===== config.mk =====
export PLATFORM = sky130hd
export DESIGN_NAME = utf8_text_width_box_layout_core
export DESIGN_NICKNAME = d
export VERILOG_FILES = /design/src/hw/rtl/utwbl_pkg.sv /design/src/hw/rtl/utf8_text_width_box_layout_core.sv /design/src/hw/rtl/utwbl_accum.sv /design/src/hw/rtl/utwbl_layout.sv
export SDC_FILE = /design/constraint.sdc
export NUM_CORES = 1
export LEC_CHECK = 0
export BUFFER_PORTS_ARGS = -buffer_cell sky130_fd_sc_hd__buf_2
export CORE_ASPECT_RATIO = 1.25
export CORE_MARGIN = 2
export CORE_UTILIZATION = 55
export DETAILED_ROUTE_END_ITERATION = 8
export GPL_TIMING_DRIVEN = 0
export PLACE_DENSITY = 0.82
export SYNTH_ARGS = -nofsm -noshare
export SYNTH_HDL_FRONTEND = slang
export SYNTH_HIERARCHICAL = 1
export SYNTH_SLANG_ARGS = --single-unit

===== constraint.sdc =====
create_clock -name i_clk -period 26 [get_ports i_clk]
set_input_delay 1.3 -clock i_clk [delete_from_list [all_inputs] [get_ports i_clk]]
set_output_delay 1.3 -clock i_clk [all_outputs]
set_load 0.05 [all_outputs]

===== src/hw/rtl/utwbl_pkg.sv =====
// Shared types, constants and functions for the UTF-8 text width and box layout core.
`default_nettype none
package utwbl_pkg;

    localparam int TOTAL_BITS_DEF = 16;

    localparam int BYTE_W  = 8;
    localparam int CODE_W  = 21;
    localparam int EDGE_W  = 15;
    localparam int AVAIL_W = 14;
    localparam int PAD_W   = 12;
    localparam int TEXT_W  = 16;
    localparam int LEFT_W  = 16;
    localparam int CFG_W   = 15;
    localparam int CFG_AW  = 3;
    localparam int GW_W    = 4;
    localparam int INC_W   = 5;
    localparam int OUT_W   = 48;

    // floor(x / 6) == (x * DIV6_MUL) >> DIV6_SHIFT for every 14-bit x
    localparam int DIV6_SHIFT = 16;
    localparam logic [AVAIL_W-1:0] DIV6_MUL = 14'd10923;

    localparam logic [CODE_W-1:0] REPLACEMENT = 21'h00FFFD;
    localparam logic [CODE_W-1:0] CP_SPACE    = 21'h000020;

    localparam logic [GW_W-1:0] W_SPACE = 4'd5;
    localparam logic [GW_W-1:0] W_ASCII = 4'd10;
    localparam logic [GW_W-1:0] W_WIDE  = 4'd14;
    localparam logic [GW_W-1:0] W_OTHER = 4'd11;

    typedef enum logic [CFG_AW-1:0] {
        CFG_LEFT_EDGE = 3'd0,
        CFG_AVAIL     = 3'd1,
        CFG_MIN_PAD   = 3'd2,
        CFG_MAX_PAD   = 3'd3,
        CFG_MIN_BOX   = 3'd4
    } t_cfg_idx;

    typedef struct packed {
        logic [EDGE_W-1:0]  left_edge;
        logic [AVAIL_W-1:0] avail;
        logic [PAD_W-1:0]   min_pad;
        logic [PAD_W-1:0]   max_pad;
        logic [AVAIL_W-1:0] min_box;
    } t_cfg;

    function automatic logic is_wide(input logic [CODE_W-1:0] cp);
        return (cp >= 21'h001100 && cp <= 21'h0011FF) ||
               (cp >= 21'h002E80 && cp <= 21'h00A4CF) ||
               (cp >= 21'h00AC00 && cp <= 21'h00D7AF) ||
               (cp >= 21'h00F900 && cp <= 21'h00FAFF) ||
               (cp >= 21'h00FE10 && cp <= 21'h00FE6F) ||
               (cp >= 21'h00FF00 && cp <= 21'h00FF60);
    endfunction

    function automatic logic [GW_W-1:0] glyph_width(input logic [CODE_W-1:0] cp);
        logic [GW_W-1:0] w;
        if (cp == CP_SPACE) begin
            w = W_SPACE;
        end else if (cp < 21'h000080) begin
            w = W_ASCII;
        end else if (is_wide(cp)) begin
            w = W_WIDE;
        end else begin
            w = W_OTHER;
        end
        return w;
    endfunction

endpackage
`default_nettype wire


===== src/hw/rtl/utf8_text_width_box_layout_core.sv =====
// Top level of the UTF-8 text width estimator with centred box layout.
// Takes one byte of a UTF-8 string per cycle unless a closing byte waits on a full
// result register, and keeps a saturating width total (5 space, 10 other ASCII, 14
// wide CJK/Hangul/fullwidth, 11 else). A request with tlast closes the string: the
// result (text width, box left, box width) goes through the input register, the
// decode/accumulate register and the two layout stages. Items without tlast give no
// result. Configuration is written through a plain write port; the user must write it
// only while no string is in flight, as the block does not enforce it. Control state resets to zero.
`default_nettype none
module utf8_text_width_box_layout_core #(
    parameter int TOTAL_BITS = utwbl_pkg::TOTAL_BITS_DEF
) (
    input  wire logic                            i_clk,
    input  wire logic                            i_rst_n,
    input  wire logic                            i_cfg_we,
    input  wire logic [utwbl_pkg::CFG_AW-1:0]    i_cfg_addr,
    input  wire logic [utwbl_pkg::CFG_W-1:0]     i_cfg_wdata,
    input  wire logic                            s_axis_tvalid,
    output logic                                 s_axis_tready,
    input  wire logic [7:0]                      s_axis_tdata,  // [7:0] text_byte
    input  wire logic                            s_axis_tuser,  // [0] byte_present
    input  wire logic                            s_axis_tlast,  // last_item
    output logic                                 m_axis_tvalid,
    input  wire logic                            m_axis_tready,
    // [15:0] text_width, [31:16] result_left, [45:32] result_width, [47:46] zero
    output logic [utwbl_pkg::OUT_W-1:0]          m_axis_tdata
);

    utwbl_pkg::t_cfg                  r_cfg;
    logic                             r_a_valid;
    logic [utwbl_pkg::BYTE_W-1:0]     r_a_byte;
    logic                             r_a_present;
    logic                             r_a_last;

    logic                             acc_ready, take_a, s_fire;
    logic                             b_valid, c_ready;
    logic [TOTAL_BITS-1:0]            b_total;
    logic [utwbl_pkg::TEXT_W-1:0]     out_text;
    logic [utwbl_pkg::LEFT_W-1:0]     out_left;
    logic [utwbl_pkg::AVAIL_W-1:0]    out_width;

    always_ff @(posedge i_clk) begin
        if (!i_rst_n) begin
            r_cfg <= '0;
        end else if (i_cfg_we) begin
            case (utwbl_pkg::t_cfg_idx'(i_cfg_addr))
                utwbl_pkg::CFG_LEFT_EDGE: r_cfg.left_edge <= i_cfg_wdata;
                utwbl_pkg::CFG_AVAIL:     r_cfg.avail     <= i_cfg_wdata[utwbl_pkg::AVAIL_W-1:0];
                utwbl_pkg::CFG_MIN_PAD:   r_cfg.min_pad   <= i_cfg_wdata[utwbl_pkg::PAD_W-1:0];
                utwbl_pkg::CFG_MAX_PAD:   r_cfg.max_pad   <= i_cfg_wdata[utwbl_pkg::PAD_W-1:0];
                utwbl_pkg::CFG_MIN_BOX:   r_cfg.min_box   <= i_cfg_wdata[utwbl_pkg::AVAIL_W-1:0];
                default: ;
            endcase
        end
    end

    assign take_a        = r_a_valid && acc_ready;
    assign s_axis_tready = !r_a_valid || take_a;
    assign s_fire        = s_axis_tvalid && s_axis_tready;

    always_ff @(posedge i_clk) begin
        if (!i_rst_n) begin
            r_a_valid <= 1'b0;
        end else if (s_axis_tready) begin
            r_a_valid <= s_axis_tvalid;
        end
    end

    always_ff @(posedge i_clk) begin
        if (s_fire) begin
            r_a_byte    <= s_axis_tdata;
            r_a_present <= s_axis_tuser;
            r_a_last    <= s_axis_tlast;
        end
    end

    utwbl_accum #(
        .TOTAL_BITS (TOTAL_BITS)
    ) u_accum (
        .i_clk     (i_clk),
        .i_rst_n   (i_rst_n),
        .i_valid   (r_a_valid),
        .i_byte    (r_a_byte),
        .i_present (r_a_present),
        .i_last    (r_a_last),
        .o_ready   (acc_ready),
        .o_valid   (b_valid),
        .o_total   (b_total),
        .i_ready   (c_ready)
    );

    utwbl_layout #(
        .TOTAL_BITS (TOTAL_BITS)
    ) u_layout (
        .i_clk        (i_clk),
        .i_rst_n      (i_rst_n),
        .i_cfg        (r_cfg),
        .i_valid      (b_valid),
        .i_total      (b_total),
        .o_ready      (c_ready),
        .o_valid      (m_axis_tvalid),
        .o_text_width (out_text),
        .o_left       (out_left),
        .o_width      (out_width),
        .i_ready      (m_axis_tready)
    );

    assign m_axis_tdata = {2'b00, out_width, out_left, out_text};

endmodule
`default_nettype wire


===== src/hw/rtl/utwbl_accum.sv =====
// UTF-8 decoder and saturating width accumulator, one byte per cycle unless stalled.
`default_nettype none
module utwbl_accum #(
    parameter int TOTAL_BITS = utwbl_pkg::TOTAL_BITS_DEF
) (
    input  wire logic                            i_clk,
    input  wire logic                            i_rst_n,
    input  wire logic                            i_valid,
    input  wire logic [utwbl_pkg::BYTE_W-1:0]    i_byte,
    input  wire logic                            i_present,
    input  wire logic                            i_last,
    output logic                                 o_ready,
    output logic                                 o_valid,
    output logic [TOTAL_BITS-1:0]                o_total,
    input  wire logic                            i_ready
);

    logic [1:0]                       r_bp, n_bp;
    logic [utwbl_pkg::CODE_W-1:0]     r_pc, n_pc;
    logic [TOTAL_BITS-1:0]            r_total, n_total;
    logic                             r_valid_b, n_valid_b;
    logic [TOTAL_BITS-1:0]            r_total_b;

    logic                             l_add;
    logic [utwbl_pkg::CODE_W-1:0]     l_code;
    logic [1:0]                       l_bp;
    logic [utwbl_pkg::CODE_W-1:0]     l_pc;

    logic                             c1_v, c2_v;
    logic [utwbl_pkg::CODE_W-1:0]     c1, c2, pc_join;
    logic [utwbl_pkg::INC_W-1:0]      inc;
    logic [TOTAL_BITS:0]              sum;
    logic                             ready_b, fire;

    assign ready_b = !r_valid_b || i_ready;
    assign o_ready = !i_last || ready_b;
    assign fire    = i_valid && o_ready;

    // Lead byte decode
    always_comb begin
        l_add  = 1'b0;
        l_code = '0;
        l_bp   = 2'd0;
        l_pc   = '0;
        if (!i_byte[7]) begin
            l_add  = 1'b1;
            l_code = utwbl_pkg::CODE_W'(i_byte);
        end else if (i_byte[7:5] == 3'b110) begin
            l_bp = 2'd1;
            l_pc = utwbl_pkg::CODE_W'(i_byte[4:0]);
        end else if (i_byte[7:4] == 4'b1110) begin
            l_bp = 2'd2;
            l_pc = utwbl_pkg::CODE_W'(i_byte[3:0]);
        end else if (i_byte[7:3] == 5'b11110) begin
            l_bp = 2'd3;
            l_pc = utwbl_pkg::CODE_W'(i_byte[2:0]);
        end else begin
            l_add  = 1'b1;
            l_code = utwbl_pkg::REPLACEMENT;
        end
    end

    assign pc_join = {r_pc[utwbl_pkg::CODE_W-7:0], i_byte[5:0]};

    always_comb begin
        n_bp = r_bp;
        n_pc = r_pc;
        c1_v = 1'b0;
        c1   = '0;
        c2_v = 1'b0;
        c2   = '0;
        if (i_present) begin
            if (r_bp == 2'd0) begin
                c1_v = l_add;
                c1   = l_code;
                if (!l_add) begin
                    n_bp = l_bp;
                    n_pc = l_pc;
                end
            end else if (i_byte[7:6] == 2'b10) begin
                n_bp = r_bp - 2'd1;
                if (r_bp == 2'd1) begin
                    c1_v = 1'b1;
                    c1   = pc_join;
                    n_pc = '0;
                end else begin
                    n_pc = pc_join;
                end
            end else begin
                // broken sequence: count a replacement, then reuse the byte as a lead
                c1_v = 1'b1;
                c1   = utwbl_pkg::REPLACEMENT;
                c2_v = l_add;
                c2   = l_code;
                n_bp = l_add ? 2'd0 : l_bp;
                n_pc = l_add ? '0 : l_pc;
            end
        end
        // truncated sequence at end of string counts as gathered
        if (i_last && (n_bp != 2'd0)) begin
            c2_v = 1'b1;
            c2   = n_pc;
        end
    end

    always_comb begin
        inc = (c1_v ? utwbl_pkg::INC_W'(utwbl_pkg::glyph_width(c1)) : '0)
            + (c2_v ? utwbl_pkg::INC_W'(utwbl_pkg::glyph_width(c2)) : '0);
        sum = {1'b0, r_total} + (TOTAL_BITS+1)'(inc);
        n_total = sum[TOTAL_BITS] ? '1 : sum[TOTAL_BITS-1:0];
    end

    always_comb begin
        n_valid_b = i_ready ? 1'b0 : r_valid_b;
        if (fire && i_last) begin
            n_valid_b = 1'b1;
        end
    end

    always_ff @(posedge i_clk) begin
        if (!i_rst_n) begin
            r_bp      <= 2'd0;
            r_pc      <= '0;
            r_total   <= '0;
            r_valid_b <= 1'b0;
        end else begin
            r_valid_b <= n_valid_b;
            if (fire) begin
                if (i_last) begin
                    r_bp    <= 2'd0;
                    r_pc    <= '0;
                    r_total <= '0;
                end else begin
                    r_bp    <= n_bp;
                    r_pc    <= n_pc;
                    r_total <= n_total;
                end
            end
        end
    end

    always_ff @(posedge i_clk) begin
        if (fire && i_last) begin
            r_total_b <= n_total;
        end
    end

    assign o_valid = r_valid_b;
    assign o_total = r_total_b;

endmodule
`default_nettype wire


===== src/hw/rtl/utwbl_layout.sv =====
// Two-stage box layout: padding from spare room, then box width and centred left edge.
`default_nettype none
module utwbl_layout #(
    parameter int TOTAL_BITS = utwbl_pkg::TOTAL_BITS_DEF
) (
    input  wire logic                              i_clk,
    input  wire logic                              i_rst_n,
    input  wire utwbl_pkg::t_cfg                   i_cfg,
    input  wire logic                              i_valid,
    input  wire logic [TOTAL_BITS-1:0]             i_total,
    output logic                                   o_ready,
    output logic                                   o_valid,
    output logic [utwbl_pkg::TEXT_W-1:0]           o_text_width,
    output logic [utwbl_pkg::LEFT_W-1:0]           o_left,
    output logic [utwbl_pkg::AVAIL_W-1:0]          o_width,
    input  wire logic                              i_ready
);

    localparam int CW = (TOTAL_BITS > utwbl_pkg::AVAIL_W) ? TOTAL_BITS : utwbl_pkg::AVAIL_W;
    localparam int DW = CW + 2;
    localparam int EW = (TOTAL_BITS > utwbl_pkg::TEXT_W) ? TOTAL_BITS : utwbl_pkg::TEXT_W;
    localparam int PW = 2 * utwbl_pkg::AVAIL_W;

    logic                               r_c_valid, r_d_valid;
    logic [TOTAL_BITS-1:0]              r_c_total;
    logic [utwbl_pkg::PAD_W-1:0]        r_c_pad, n_c_pad;
    logic [utwbl_pkg::TEXT_W-1:0]       r_d_text, n_d_text;
    logic [utwbl_pkg::LEFT_W-1:0]       r_d_left, n_d_left;
    logic [utwbl_pkg::AVAIL_W-1:0]      r_d_width, n_d_width;

    logic                               ready_c, ready_d, load_c, load_d;
    logic [CW-1:0]                      est_x, avail_x, room_full;
    logic [utwbl_pkg::AVAIL_W-1:0]      room, spare;
    logic [PW-1:0]                      prod;
    logic [utwbl_pkg::PAD_W-1:0]        pad_raw, pad_hi, pad_lo_clamped;
    logic [DW-1:0]                      desired;
    logic [EW-1:0]                      text_x;

    assign ready_d = !r_d_valid || i_ready;
    assign ready_c = !r_c_valid || ready_d;
    assign o_ready = ready_c;
    assign load_c  = i_valid && ready_c;
    assign load_d  = r_c_valid && ready_d;

    // Stage C: spare room divided by six, clamped
    always_comb begin
        est_x     = CW'(i_total);
        avail_x   = CW'(i_cfg.avail);
        room_full = avail_x - est_x;
        room      = (est_x >= avail_x) ? '0 : room_full[utwbl_pkg::AVAIL_W-1:0];
        prod      = PW'(room) * PW'(utwbl_pkg::DIV6_MUL);
        pad_raw   = prod[utwbl_pkg::DIV6_SHIFT +: utwbl_pkg::PAD_W];
        pad_hi    = (i_cfg.max_pad > i_cfg.min_pad) ? i_cfg.max_pad : i_cfg.min_pad;
        pad_lo_clamped = (pad_raw < i_cfg.min_pad) ? i_cfg.min_pad : pad_raw;
        n_c_pad   = (pad_lo_clamped > pad_hi) ? pad_hi : pad_lo_clamped;
    end

    // Stage D: box width, then centre it in the available bounds; text width saturated
    always_comb begin
        desired = DW'(r_c_total) + DW'({r_c_pad, 1'b0});
        if (desired < DW'(i_cfg.min_box)) begin
            desired = DW'(i_cfg.min_box);
        end
        n_d_width = (desired > DW'(i_cfg.avail)) ? i_cfg.avail
                                                 : desired[utwbl_pkg::AVAIL_W-1:0];
        spare     = i_cfg.avail - n_d_width;
        n_d_left  = {i_cfg.left_edge[utwbl_pkg::EDGE_W-1], i_cfg.left_edge}
                  + utwbl_pkg::LEFT_W'(spare[utwbl_pkg::AVAIL_W-1:1]);
        text_x    = EW'(r_c_total);
        n_d_text  = (text_x > EW'({utwbl_pkg::TEXT_W{1'b1}})) ? '1
                                                               : text_x[utwbl_pkg::TEXT_W-1:0];
    end

    always_ff @(posedge i_clk) begin
        if (!i_rst_n) begin
            r_c_valid <= 1'b0;
            r_d_valid <= 1'b0;
        end else begin
            if (ready_c) begin
                r_c_valid <= i_valid;
            end
            if (ready_d) begin
                r_d_valid <= r_c_valid;
            end
        end
    end

    always_ff @(posedge i_clk) begin
        if (load_c) begin
            r_c_total <= i_total;
            r_c_pad   <= n_c_pad;
        end
        if (load_d) begin
            r_d_text  <= n_d_text;
            r_d_left  <= n_d_left;
            r_d_width <= n_d_width;
        end
    end

    assign o_valid      = r_d_valid;
    assign o_text_width = r_d_text;
    assign o_left       = r_d_left;
    assign o_width      = r_d_width;

endmodule
`default_nettype wire

[Word level (Yosys, flattened, before mapping)]
Index checks and enable logic that the tools add are counted.
Storage, ports and cells
  flip-flop bits (word level): 210
  bits of input ports: 33
  word-level logic and storage cells: 183
Operators by class
  add/subtract/negate cells: 7
  $mul: 1
  magnitude comparators: 33
  equality and inequality tests: 11
  muxes and demuxes: 63
  reduce and logical (&&, ||, !) cells: 47
Operator list (number)
  2-to-1 mux 21 bit: 21
  less-or-equal comparator 21 x 16 -> 1 bit (second input constant): 10
  greater-or-equal comparator 21 x 16 -> 1 bit (second input constant): 8
  2-to-1 mux 16 bit: 3
  equality test 21 x 6 -> 1 bit (second input constant): 2
  greater-or-equal comparator 21 x 13 -> 1 bit (second input constant): 2
  greater-or-equal comparator 21 x 14 -> 1 bit (second input constant): 2
  less-or-equal comparator 21 x 13 -> 1 bit (second input constant): 2
  < comparator 21 x 8 -> 1 bit (second input constant): 2
  2-to-1 mux 12 bit: 3
  multiplier 14 x 14 -> 28 bit (second input constant): 1
  2-to-1 mux 14 bit: 2
  subtractor 14 bit: 2
  greater-than comparator 12 bit: 2
  2-to-1 mux 4 bit: 6
  2-to-1 mux 2 bit: 10
  greater-than comparator 18 x 14 -> 1 bit: 1
  logical AND 1 bit: 18
  < comparator 18 x 14 -> 1 bit: 1
  2-to-1 mux 18 bit: 1
  adder 16 x 13 -> 17 bit: 1
  adder 16 x 5 -> 17 bit: 1
  adder 15 x 14 -> 16 bit: 1
  greater-or-equal comparator 16 x 14 -> 1 bit: 1
  19 further kinds: 59

[Longest topological paths before layout]
  depth in word-level cells: 27
  mapped depth: 55
  depth with buffers taken out: 53

[Modules after synthesis]
The synthesis kept the hierarchy.
Modules (own cells, without submodules)
  utwbl_layout: times used 1, cells each 1108, area an instance 10428.8 um2, seq. area each 2262.2 um2
  utwbl_accum: times used 1, cells each 612, area an instance 4650.7 um2, seq. area each 1281.2 um2
  utf8_text_width_box_layout_core: times used 1, cells each 256, area an instance 2831.5 um2, seq. area each 1661.6 um2

[Least setup slack after synthesis]
No wires, ideal clock.
  kind: register to register
  start: reg r_cfg[38] in the netlist's numbering
  end: reg u_layout/r_c_pad[10] in the netlist's numbering, data pin
  arrival: 10868 ps
  required time: 25742 ps
  slack: 14874 ps
  cell stages (with the launch flop): 52
  buffers on the path: 2
  path through: dfxtp_1 -> inv_1 -> ha_1 -> inv_1 -> fa_1 -> a21o_1 -> a21oi_1 -> o21ai_0 -> a21oi_1 -> o21ai_0 -> a21oi_1 -> o21ai_0 -> a2111oi_0 -> nor4_1 -> or2_1 -> ha_1 -> fa_1 -> fa_1 -> [... 16 more ...] -> a21oi_1 -> o21ai_0 -> a31oi_1 -> nand3b_1 -> o21bai_2 -> buf_4 -> mux2_1 -> ha_1 -> nor2b_1 -> o21ai_0 -> nand2b_1 -> a21oi_1 -> or3_1 -> a21oi_1 -> nand2_1 -> clkbuf_1 -> or2_2 -> o221a_1
On the way
  longest elaborated chain between the ends: 7
Ends and longest elaborated chain
  from (decl): RTL line utf8_text_width_box_layout_core.sv:29  | utwbl_pkg::t_cfg r_cfg;
  subtractor 14 bit / greater-or-equal comparator 16 x 14 -> 1 bit (equally long branches): RTL line utwbl_layout.sv:49, utwbl_layout.sv:50
  2-to-1 mux 14 bit *: RTL line utwbl_layout.sv:50  | room = (est_x >= avail_x) ? '0 : room_full[utwbl_pkg::AVAIL_W-1:0];
  multiplier 14 x 14 -> 28 bit *: RTL line utwbl_layout.sv:51  | prod = PW'(room) * PW'(utwbl_pkg::DIV6_MUL);
  < comparator 12 bit: RTL line utwbl_layout.sv:54  | pad_lo_clamped = (pad_raw < i_cfg.min_pad) ? i_cfg.min_pad : pad_raw;
  2-to-1 mux 12 bit *: RTL line utwbl_layout.sv:54
  greater-than comparator 12 bit: RTL line utwbl_layout.sv:55  | n_c_pad = (pad_lo_clamped > pad_hi) ? pad_hi : pad_lo_clamped;
  2-to-1 mux 12 bit *: RTL line utwbl_layout.sv:55
  named net u_layout.n_c_pad (one bit): RTL line utwbl_layout.sv:26  | logic [utwbl_pkg::PAD_W-1:0] r_c_pad, n_c_pad;
  to (signal assigned): RTL line utwbl_layout.sv:91  | r_c_pad <= n_c_pad;
  to (decl): RTL line utwbl_layout.sv:26
Mark *: on every way through the listed nets, which the timed path passes. The rest lies on a longest branch.
A chain may end at the register's enable or synchronous reset.

[Worst setup path in the final report]
  start: reg r_cfg[49] in the netlist's numbering
  end: reg u_layout/r_c_pad[1] in the netlist's numbering, data pin
Same word-level chain as after synthesis.

==> flow_metrics.tcl <==
set metrics [dict create \
    num_antenna_cells 0 \
    dp_hpwl_um 41500 \
    status "finished, final reports clean" \
    finClkSkew_ns 0.0461 \
    final_layout_size_suffix_gt1_share_pct 8.81 \
    cpPeakStageDelay_ns 0.56 \
    gr-total-overflow 0 \
    area_growth_pct 9.54 \
    yosys.area_share.simple_pct 15.7 \
    grt_max_degree 39 \
    hp-start "u_layout/r_c_total[3]" \
    rsz0062_at_grt "false" \
    period_share_pct 51.9 \
    grt_use_total_pct 30.8 \
    synthAdderAreaFrac_pct 22.7 \
    fmax_ghz 0.0740 \
    netlist_instances 1976 \
    die_w_um 165 \
    synthMuxAreaShare_pct 5.32 \
    postCtsSetupBuffers 0 \
    slew_headroom_pct 19.5 \
    synth_compound_area_share_pct 17.5 \
    timing.rr.start "r_cfg[49]" \
    path_clk_slew_ns 0.06 \
    maxCapViolCount 0 \
    leakage_nw 8.76 \
    netlist_area_um2 17900 \
    seq_area_frac_synth_pct 29.1 \
    crit_path_max_fanout 10 \
    ant_nets 0 \
    dr.first_iter.drc_count 1252 \
    synth.ff_latch_count 210 \
    grt_pass1_vias 15814 \
    synth-edff-count 100 \
    path_buf_inv 9 \
    ys.flop_type "dfxtp_1" \
    io-pin-count 83 \
    cts_buffers 23 \
    cp.depth 50 \
    avgViaCountPerCell 6.18 \
    start_util_pct 56.0 \
    num_rows 73 \
    n_fill_cell 2684 \
    synth.distinct_cells 91 \
    setup_viol_count_final 0 \
    crit_type "flop to flop" \
    synth_xor_area_share_pct 3.22 \
    htree_levels 1 \
    ys_warn_count 6 \
    cp.required_ns 26.33 \
    crit_start "r_cfg[49]" \
    cts_tree "done" \
    hold_violations 0 \
    ctsResizeCount 0 \
    clock-sinks 210 \
    portBuffers 80 \
    end_kind "flop" \
    fin_hold_ws_ns 0.461 \
    drc 0 \
    syn_avg_cell_area_um2 9.06 \
    tightest_slew_ns 1.20 \
    r2r_cells 50 \
    gp_congestion 0.982 \
    cts_hold_buffers 0 \
    drv_slew 0 \
    cts_buffer_depth 3 \
    holdPathStages 0 \
    core_area_um2 32000 \
    clk_latency_ns 0.55 \
    setup_tns_ns 0 \
    cpMaxStageDelayCell "nor4b_1" \
    synthArstFlopShare_pct 0 \
    vias 15524 \
    powerDensity_nw_per_um2 141 \
    nets 2402 \
    synth_top_family_by_area "adder cells" \
    drtPass1Iterations 9 \
    clockRootBuffer "clkbuf_16" \
    worstPathArrival_ns 13.84 \
    antenna_found_initial 0 \
    dieArea_um2 34000 \
    drt-wirelength-per-cell_um 20.6 \
    hp-class "flop to flop" \
    routed_wirelength_um 51800 \
    path_delay_family "compound AO/OA/AOI/OAI gates" \
    die_y_um 206 \
    timing.final.crit_period_ns 13.51 \
    cp-start-kind "flop" \
    ir_drop_v 0.000114 \
    grt_pass1_wl_um 82000 \
]
## synthesized netlist by cell type, types with 9 or more instances
library cell,n,area [um^2]
xor2_1,18,158
mux2_2,15,169
fa_1,66,1320
a31oi_1,21,131
nand4_1,19,119
nor3_1,33,165
nand3_1,37,185
o21bai_1,15,113
ha_1,220,2750
a22oi_1,42,315
inv_1,204,766
and3_1,15,93.8
dfxtp_1,110,2200
edfxtp_1,100,3000
a21o_1,43,323
clkbuf_1,55,206
a21oi_1,101,505
nor2b_1,55,344
nand2b_1,23,144
xnor2_1,46,403
nor2_1,111,417
o21a_1,15,113
buf_4,9,67.6
o211ai_1,11,82.6
nor4_1,14,87.6
a211oi_1,15,113
buf_2,13,65.1
or2_2,11,68.8
or3_1,13,81.3
mux2i_1,75,751
o21ai_1,16,80.1
o21ai_0,83,415
nand2_1,188,706
and2_1,17,106
## worst register-to-register path: cells and delay by family (launching register included)
family / cells / cell delay, ns
AND/OR/NAND/NOR: 9 / 2.16
AO/OA/AOI/OAI: 20 / 4.28
flip-flops: 1 / 0.47
XOR/XNOR: 1 / 0.37
buffers and inverters: 9 / 1.53
adder cells (fa/ha/maj): 10 / 4.13
multiplexers: 1 / 0.36
## cell type report
class	count	area, um^2	share of cell area, %
multi-input combinational	1482	11600	59.0
sequential	210	5200	26.5
inverter	205	769	3.92
clock buffer	29	628	3.20
tap	412	515	2.63
timing repair buffer	81	420	2.14
buffer	80	375	1.91
clock inverter	13	133	0.676
## placed cells by master (no fill, tap or decap), types with 46 or more instances in the layout
cell | synthesis | routed
clkbuf_1 | 55 | 58
nor2_1 | 111 | 111
ha_1 | 220 | 220
nor2b_1 | 55 | 54
mux2i_1 | 75 | 75
inv_1 | 204 | 204
o21ai_0 | 83 | 83
edfxtp_1 | 100 | 100
buf_2 | 13 | 93
dfxtp_1 | 110 | 110
xnor2_1 | 46 | 46
nand2_1 | 188 | 188
fa_1 | 66 | 66
a21oi_1 | 101 | 101
## state kept, by name, indices dropped and copies added, names as in the netlist
signal                 count
r_a_byte                   8
r_a_last                   1
r_a_present                1
r_a_valid                  1
r_cfg                     67
u_accum/o_total           16
u_accum/o_valid            1
u_accum/r_bp               2
u_accum/r_pc              21
u_accum/r_total           16
u_layout/o_left           16
u_layout/o_text_width     16
u_layout/o_valid           1
u_layout/o_width          14
u_layout/r_c_pad          12
u_layout/r_c_total        16
u_layout/r_c_valid         1
## stage by stage
step	util, %	setup WS [ns]	area [um^2]	std cells	total power [mW]
floorplan	-	14.87	17900	1977	1.93
global placement	58.9	13.13	18800	2469	2.32
detailed placement	59.0	12.79	18900	2470	2.40
CTS	61.4	12.74	19600	2512	2.75
global route	61.4	11.76	19600	2512	3.01
finish	61.4	12.49	19600	2512	2.77
## metal layers
metal	global-route usage, %	vias up	share of wire, %
met5	0	-	0
met4	21.2	0	8.1
met2	55.2	673	50
met3	3.49	241	5.3
met1	33.6	7359	37
li1	-	7251	-
## where the power goes
| group | internal, mW | total [mW] | switching [mW] |
|---|---|---|---|
| sequential | 0.417 | 0.429 | 0.0116 |
| clock | 0.192 | 0.331 | 0.138 |
| combinational | 0.838 | 2.02 | 1.18 |
| total | 1.45 | 2.77 | 1.33 |
## final timing paths
check                                                end  slack [ns]
worst max-delay path                 u_layout/r_c_pad[1]       12.49
worst min-delay path            u_layout/o_text_width[3]        0.46
worst max register to register       u_layout/r_c_pad[1]       12.49
worst min register to register  u_layout/o_text_width[3]        0.46
## cell families (layout without fill, tap and decap cells)
family / after synthesis / after routing
and+or+nand+nor: 571 / 571
DFF: 210 / 210
other: 1 / 2
adders and majority gates: 286 / 286
xor gates and xnor gates: 65 / 65
AOI/OAI and AO/OA: 465 / 465
buffers and inverters: 285 / 408
muxes: 93 / 93
No activity file was read; power rests on OpenSTA's default activity.
